## src/design/tbp_pkg.sv

```systemverilog
// Shared widths, status codes and pipeline tag type for the triangular partition block.
`default_nettype none
package tbp_pkg;
  localparam int ROW_BITS  = 16;
  localparam int PART_BITS = 10;
  localparam int KW        = PART_BITS + 1;
  localparam int TW        = 2 * ROW_BITS;
  localparam int VW        = TW + KW + 3;
  localparam int QW        = (VW + 1) / 2;
  localparam int RW        = PART_BITS + 2;
  localparam int CNT_W     = $clog2(TW + 1);
  localparam int CFG_DW    = (ROW_BITS > KW) ? ROW_BITS : KW;
  localparam int CFG_AW    = 8;

  localparam logic [CFG_AW-1:0] REG_MATRIX_ROWS = CFG_AW'(0);
  localparam logic [CFG_AW-1:0] REG_PART_COUNT  = CFG_AW'(1);

  localparam logic [1:0] ST_OK      = 2'd0;
  localparam logic [1:0] ST_FEW     = 2'd1;
  localparam logic [1:0] ST_RANGE   = 2'd2;
  localparam logic [1:0] ST_BAD_IDX = 2'd3;

  typedef struct packed {
    logic                 valid;
    logic [PART_BITS-1:0] idx;
    logic [1:0]           status;
  } tag_t;
endpackage
`default_nettype wire

```

## src/design/tbp_div.sv

```systemverilog
// Element total and ceiling share per part, computed bit-serially after each register write.
`default_nettype none
module tbp_div (
  input  wire logic                        clk,
  input  wire logic                        rst_n,
  input  wire logic                        start,
  input  wire logic [tbp_pkg::ROW_BITS-1:0] n,
  input  wire logic [tbp_pkg::KW-1:0]       p,
  output logic      [tbp_pkg::TW-1:0]       share,
  output logic                              few,
  output logic                              busy
);
  import tbp_pkg::*;

  logic              ld_r, fin_r;
  logic [CNT_W-1:0]  cnt_r;
  logic [TW-1:0]     q_r, s_r;
  logic [RW-1:0]     rem_r, rsh;
  logic              few_r;
  logic [TW:0]       prod;
  logic [TW-1:0]     tval;
  logic [TW+KW-1:0]  t_ext, p_ext;

  assign prod  = (TW+1)'(n) * ((TW+1)'(n) + (TW+1)'(1));
  assign tval  = prod[TW:1];
  assign t_ext = (TW+KW)'(tval);
  assign p_ext = (TW+KW)'(p);
  assign rsh   = {rem_r[RW-2:0], q_r[TW-1]};

  always_ff @(posedge clk) begin
    if (!rst_n) begin
      ld_r  <= 1'b1;
      fin_r <= 1'b0;
      cnt_r <= '0;
    end else if (start) begin
      ld_r  <= 1'b1;
      fin_r <= 1'b0;
      cnt_r <= '0;
    end else if (ld_r) begin
      ld_r  <= 1'b0;
      cnt_r <= CNT_W'(TW);
    end else if (cnt_r != '0) begin
      cnt_r <= cnt_r - CNT_W'(1);
      fin_r <= (cnt_r == CNT_W'(1));
    end else begin
      fin_r <= 1'b0;
    end
  end

  always_ff @(posedge clk) begin
    if (ld_r) begin
      q_r   <= tval;
      rem_r <= '0;
      few_r <= t_ext < p_ext;
    end else if (cnt_r != '0) begin
      if (rsh >= RW'(p)) begin
        rem_r <= rsh - RW'(p);
        q_r   <= {q_r[TW-2:0], 1'b1};
      end else begin
        rem_r <= rsh;
        q_r   <= {q_r[TW-2:0], 1'b0};
      end
    end else if (fin_r) begin
      s_r <= q_r + TW'(rem_r != '0);
    end
  end

  assign share = s_r;
  assign few   = few_r;
  assign busy  = ld_r || fin_r || (cnt_r != '0);
endmodule
`default_nettype wire

```

## config.mk

```make
export PLATFORM = sky130hd
export DESIGN_NAME = tbp_div
export DESIGN_NICKNAME = d
export VERILOG_FILES = /design/src/design/tbp_pkg.sv /design/src/design/tbp_div.sv
export SDC_FILE = /design/constraint.sdc
export NUM_CORES = 1
export LEC_CHECK = 0
export BUFFER_PORTS_ARGS = -buffer_cell sky130_fd_sc_hd__buf_2
export CAP_MARGIN = 20
export CELL_PAD_IN_SITES_DETAIL_PLACEMENT = 0
export CELL_PAD_IN_SITES_GLOBAL_PLACEMENT = 2
export CORE_MARGIN = 2
export CORE_UTILIZATION = 30
export DETAILED_ROUTE_END_ITERATION = 8
export PLACE_DENSITY_LB_ADDON = 0.1
export SLEW_MARGIN = 20
export SYNTH_ARGS = -nofsm -noshare
export SYNTH_HDL_FRONTEND = slang
export SYNTH_SLANG_ARGS = --single-unit
```

## constraint.sdc

```tcl
create_clock -name clk -period 10.4 [get_ports clk]
set_input_delay 2.08 -clock clk [delete_from_list [all_inputs] [get_ports clk]]
set_output_delay 2.08 -clock clk [all_outputs]
set_load 0.1 [all_outputs]
```

# Yosys cells after proc, flatten, opt, wreduce, memory -nomap -nowiden
# Cells that the tools add are included.
totals:
  regBits: 85
  out_inout_bits: 34
  elab_cells: 35
op_classes:
  add_sub_neg: 4
  n_mul: 1
  n_lt_le_gt_ge: 2
  eq_ne: 1
  mux: 8
  bitwise: 3
  n_reduce_logical: 8
ops:
  columns: ["cell", "n"]
  rows:
  - ["$mux 32", 2]
  - ["$mul 16x17->33", 1]
  - ["$add 32x1->32", 1]
  - ["$lt 32x11->1", 1]
  - ["$add 16x1->17 const B", 1]
  - ["$ge 12x11->1", 1]
  - ["$mux 12", 1]
  - ["$mux 6", 2]
  - ["$reduce_bool 12->1", 1]
  - ["$sub 12x11->12", 1]
  - ["$eq 6x1->1 const B", 1]
  - ["$reduce_bool 6->1", 1]
  - ["$sub 6x1->6 const B", 1]
  - ["$mux 1", 3]
  - ["$not 1->1", 3]
  - ["$reduce_and 3->1", 1]
  - ["$reduce_or 3->1", 1]
  - ["$logic_or 1x1->1", 2]
  - ["$reduce_bool 2->1", 1]
  - ["$reduce_or 2->1", 1]

# Depth between registers and ports, before layout
logic_depth:
  word_depth: 4
  mapped_depth: 32

# Worst setup path after synthesis
# OpenSTA, ideal clock, no wires.
synth_timing:
  path_kind: "input -> register"
  from: "input n[0] (netlist bit)"
  to: "register few_r, in the netlist few (data pin)"
  setup_time_ns: 0.255
  arrival_ns: 9.044
  required_time_ns: 10.145
  path_slack_ns: 1.101
  stages: 29
  path_cell_list: "ha_1 nand3_1 or2_2 nor2_1 nand3_1 nor2_1 nand2_1 ha_1 clkbuf_1 nand2b_1 fa_1 fa_1 fa_1 inv_1 fa_1 fa_1 inv_1 fa_1 inv_1 ha_1 nand3_1 nor2_1 a2bb2o_1 o31a_1 o31a_1 a2111o_1 o311ai_1 nor2_1 and3_1"
synth_via:
  elab_chain_cells: 3
synth_rtl:
  columns: ["item", "line", "rtl"]
  rows:
  - ["start, declared", "tbp_div.sv:7", "input wire logic [tbp_pkg::ROW_BITS-1:0] n,"]
  - ["$add 16x1->17", "tbp_div.sv:24", "assign prod = (TW+1)'(n) * ((TW+1)'(n) + (TW+1)'(1));"]
  - ["$mul 16x17->33 (*)", "tbp_div.sv:24", null]
  - ["$lt 32x11->1 (*)", "tbp_div.sv:54", "few_r <= t_ext < p_ext;"]
  - ["end signal, assigned", "tbp_div.sv:54", null]
  - ["end, declared", "tbp_div.sv:19", "logic few_r;"]
# Mark *: on every way between the ends. The rest lies on a longest branch, timed or not.
# A chain may end at the register's enable or synchronous reset.

# Worst setup path after layout
layout_timing:
  from: "input n[3] (netlist bit)"
  to: "register few_r, in the netlist few (data pin)"
# The elaborated chain is that of the path after synthesis.

==> results.sh <==
export IMPL_postSynthRegisterBits=85
export IMPL_netlist_area_leader_share=0.293
export IMPL_grt_pass1_vias=11100
export IMPL_cpPeakStageDelay_ps=570
export IMPL_total_routing_usage_gr=0.162
export IMPL_clock_root_buffer="clkbuf_16"
export IMPL_status="completed"
export IMPL_final_min_period_over_clock_period=0.947
export IMPL_tritoncts_num_buffers=9
export IMPL_worstPathArrival_ps=10060
export IMPL_post_route_cells_drive_above_1_share=0.0907
export IMPL_clk_path_buf_depth=2
export IMPL_syn_num_nets=1907
export IMPL_final_hold_viol_count=0
export IMPL_tightestPinTransition_ps=934
export IMPL_fmax_ghz=0.102
export IMPL_path_max_fanout=18
export IMPL_finalSetupViolCount=0
export IMPL_final_design_area_no_fill_um2=15700
export IMPL_gp_routability_congestion=0.764
export IMPL_ant_diodes=0
export IMPL_critical_path_required_ps=10610
export IMPL_asyncSetResetFlopFracSynth=0
export IMPL_finalWorstPathRequiredPeriod_ps=9850
export IMPL_grt_remaining_overflow=0
export IMPL_cts_resized=0
export IMPL_post_synth_cell_area_avg_um2=9.37
export IMPL_end_kind="flip-flop"
export IMPL_synth_area_top_cells="fa_1 29%, edfxtp_1 14%, ha_1 13%"
export IMPL_grt_antenna_before_repair=0
export IMPL_floorplan_io_pins=64
export IMPL_critPathLaunchType="input port"
export IMPL_critPathSlowestCell="fa_1"
export IMPL_post_route_drc_count=0
export IMPL_core_area_um2=46800
export IMPL_timing_critical_path_buf_inv=4
export IMPL_cts_clk_slew_worst_paths_ps=60
export IMPL_placed_cell_count=2168
export IMPL_rsz_0062_raised_after_global_routing="false"
export IMPL_yosysSeqAreaShare=0.165
export IMPL_area_growth_from_synthesis_to_layout_pct=9.80
export IMPL_number_of_port_buffers=63
export IMPL_first_pass_grt_wire_length_um=63000
export IMPL_yosys_cell_types_count=65
export IMPL_maximum_number_of_pins_on_one_net_before_global_route_repair=55
export IMPL_final_setup_tns_ps=0
export IMPL_synth_top_flop_cell="edfxtp_1"
export IMPL_hold_buffers=0
export IMPL_detail_route_antenna_nets=0
export IMPL_cell_repeated_most_along_the_worst_path="fa_1"
export IMPL_tritoncts="done"
export IMPL_initialDrtViolationCount=513
export IMPL_synth_top_area_cell="fa_1"
export IMPL_path_delay_family="adder cells"
export IMPL_via_count=10300
export IMPL_synth_warnings=0
export IMPL_hpwl_um=32400
export IMPL_nets=1957
export IMPL_detailed_place_area_um2=15300
export IMPL_worstSkewPairLatency_ps=340
export IMPL_most_common_library_cell_in_the_layout_ignoring_fill_and_taps="inv_1"
export IMPL_filler_cell_count=4928
export IMPL_numClockSinks=85
export IMPL_post_cts_setup_buffers=0
export IMPL_final_cell_mix="293 x inv_1, 209 x fa_1, 146 x ha_1, 133 x nand2b_1, 102 x nor2b_1"
export IMPL_number_of_optimization_iterations_in_the_first_detailed_route_pass=5
export IMPL_hold_path_class="flip-flop to flip-flop"
export IMPL_htree_levels=3
export IMPL_final_max_slew_viol_count=0
export IMPL_synth_edf_count=65
export IMPL_mappedNetlistArea_um2=14300
export IMPL_die_width_um=222
export IMPL_final_setup_skew_ps=10.1
export IMPL_die_height_um=222
export IMPL_maxSlewHeadroom=0.376
export IMPL_criticalPathCategory="input port to flip-flop"
export IMPL_dieArea_um2=49300
export IMPL_wirelength_um=39100
export IMPL_rows=79
export IMPL_max_cap_violations=0
export IMPL_stdcell_count=2184
export IMPL_floorplan_initialDensity=0.305
export IMPL_via_per_inst=4.74
export IMPL_postSynthCellCount=1522
export IMPL_layout_core_utilization=0.335
export IMPL_wire_per_inst_um=17.9
==> synthesized netlist by cell type, drive strengths merged (6+ instances only) <==
| master | number |
|---|---|
| a211oi | 18 |
| nor3 | 22 |
| fa | 209 |
| nand3 | 36 |
| edfxtp | 65 |
| nor2 | 74 |
| clkbuf | 46 |
| nor2b | 102 |
| a21o | 11 |
| dfxtp | 20 |
| xnor2 | 45 |
| or3 | 6 |
| nand2 | 58 |
| xor2 | 19 |
| nor4 | 7 |
| inv | 293 |
| ha | 146 |
| nand2b | 133 |
| mux2 | 20 |
| and3 | 15 |
| buf | 6 |
| o21ai | 33 |
| a21oi | 50 |
| o21a | 7 |
| nand4 | 14 |
==> flip-flops by register name (all words and copies together) (netlist names) <==
| signal | cells |
|---|---|
| cnt_r | 6 |
| few | 1 |
| fin_r | 1 |
| ld_r | 1 |
| q_r | 32 |
| rem_r | 12 |
| share | 32 |
==> final timing paths <==
path / slack (ps) / to / depth (start not counted) / startpoint
max: 550 / few$_DFFE_PP_ / 28 / n[3]
min: 510 / rem_r[1]$_SDFFE_PP0P_ / 2 / rem_r[1]$_SDFFE_PP0P_
max reg2reg: 7210 / rem_r[8]$_SDFFE_PP0P_ / 12 / q_r[31]$_DFFE_PP_
min reg2reg: 510 / rem_r[1]$_SDFFE_PP0P_ / 2 / rem_r[1]$_SDFFE_PP0P_
==> worst min-delay path, stage by stage, from the launching register on <==
cell,delay [ps]
dfxtp_1,340
nand2_1,70
a21oi_1,50
==> final cells by class <==
type / count / area, um^2 / area share
multi-input combinational: 1090 / 10600 / 0.677
sequential: 85 / 2350 / 0.150
inverter: 295 / 1110 / 0.0707
tap: 607 / 759 / 0.0485
timing repair buffer: 91 / 526 / 0.0335
clock buffer: 12 / 268 / 0.0171
clock inverter: 4 / 52.6 / 0.00335
==> kinds of logic after synthesis <==
logic type / synth area share
and+or+nand+nor: 0.184
buffers and inverters: 0.0923
AOI/OAI and AO/OA: 0.0793
adders and majority gates: 0.421
xor gates and xnor gates: 0.0393
muxes: 0.0186
DFF: 0.165
==> per-layer routing <==
metal  vias to the layer above  part of all wire  global-route usage
li1                       4964                 -                   -
met1                      5278              0.46               0.222
met2                        94              0.52               0.291
met3                         6             0.017              0.0136
met4                         0            0.0026              0.0118
met5                         -                 0                   0
==> through the flow <==
step	hold WS, ps	worst slack (ps)
global placement	494	325
floorplan	432	1100
CTS	510	560
detailed placement	501	234
global route	545	61.3
finish	509	549
Power is not shown: default switching activity piles up to over one toggle a cycle in this logic, so the estimate is an artifact.
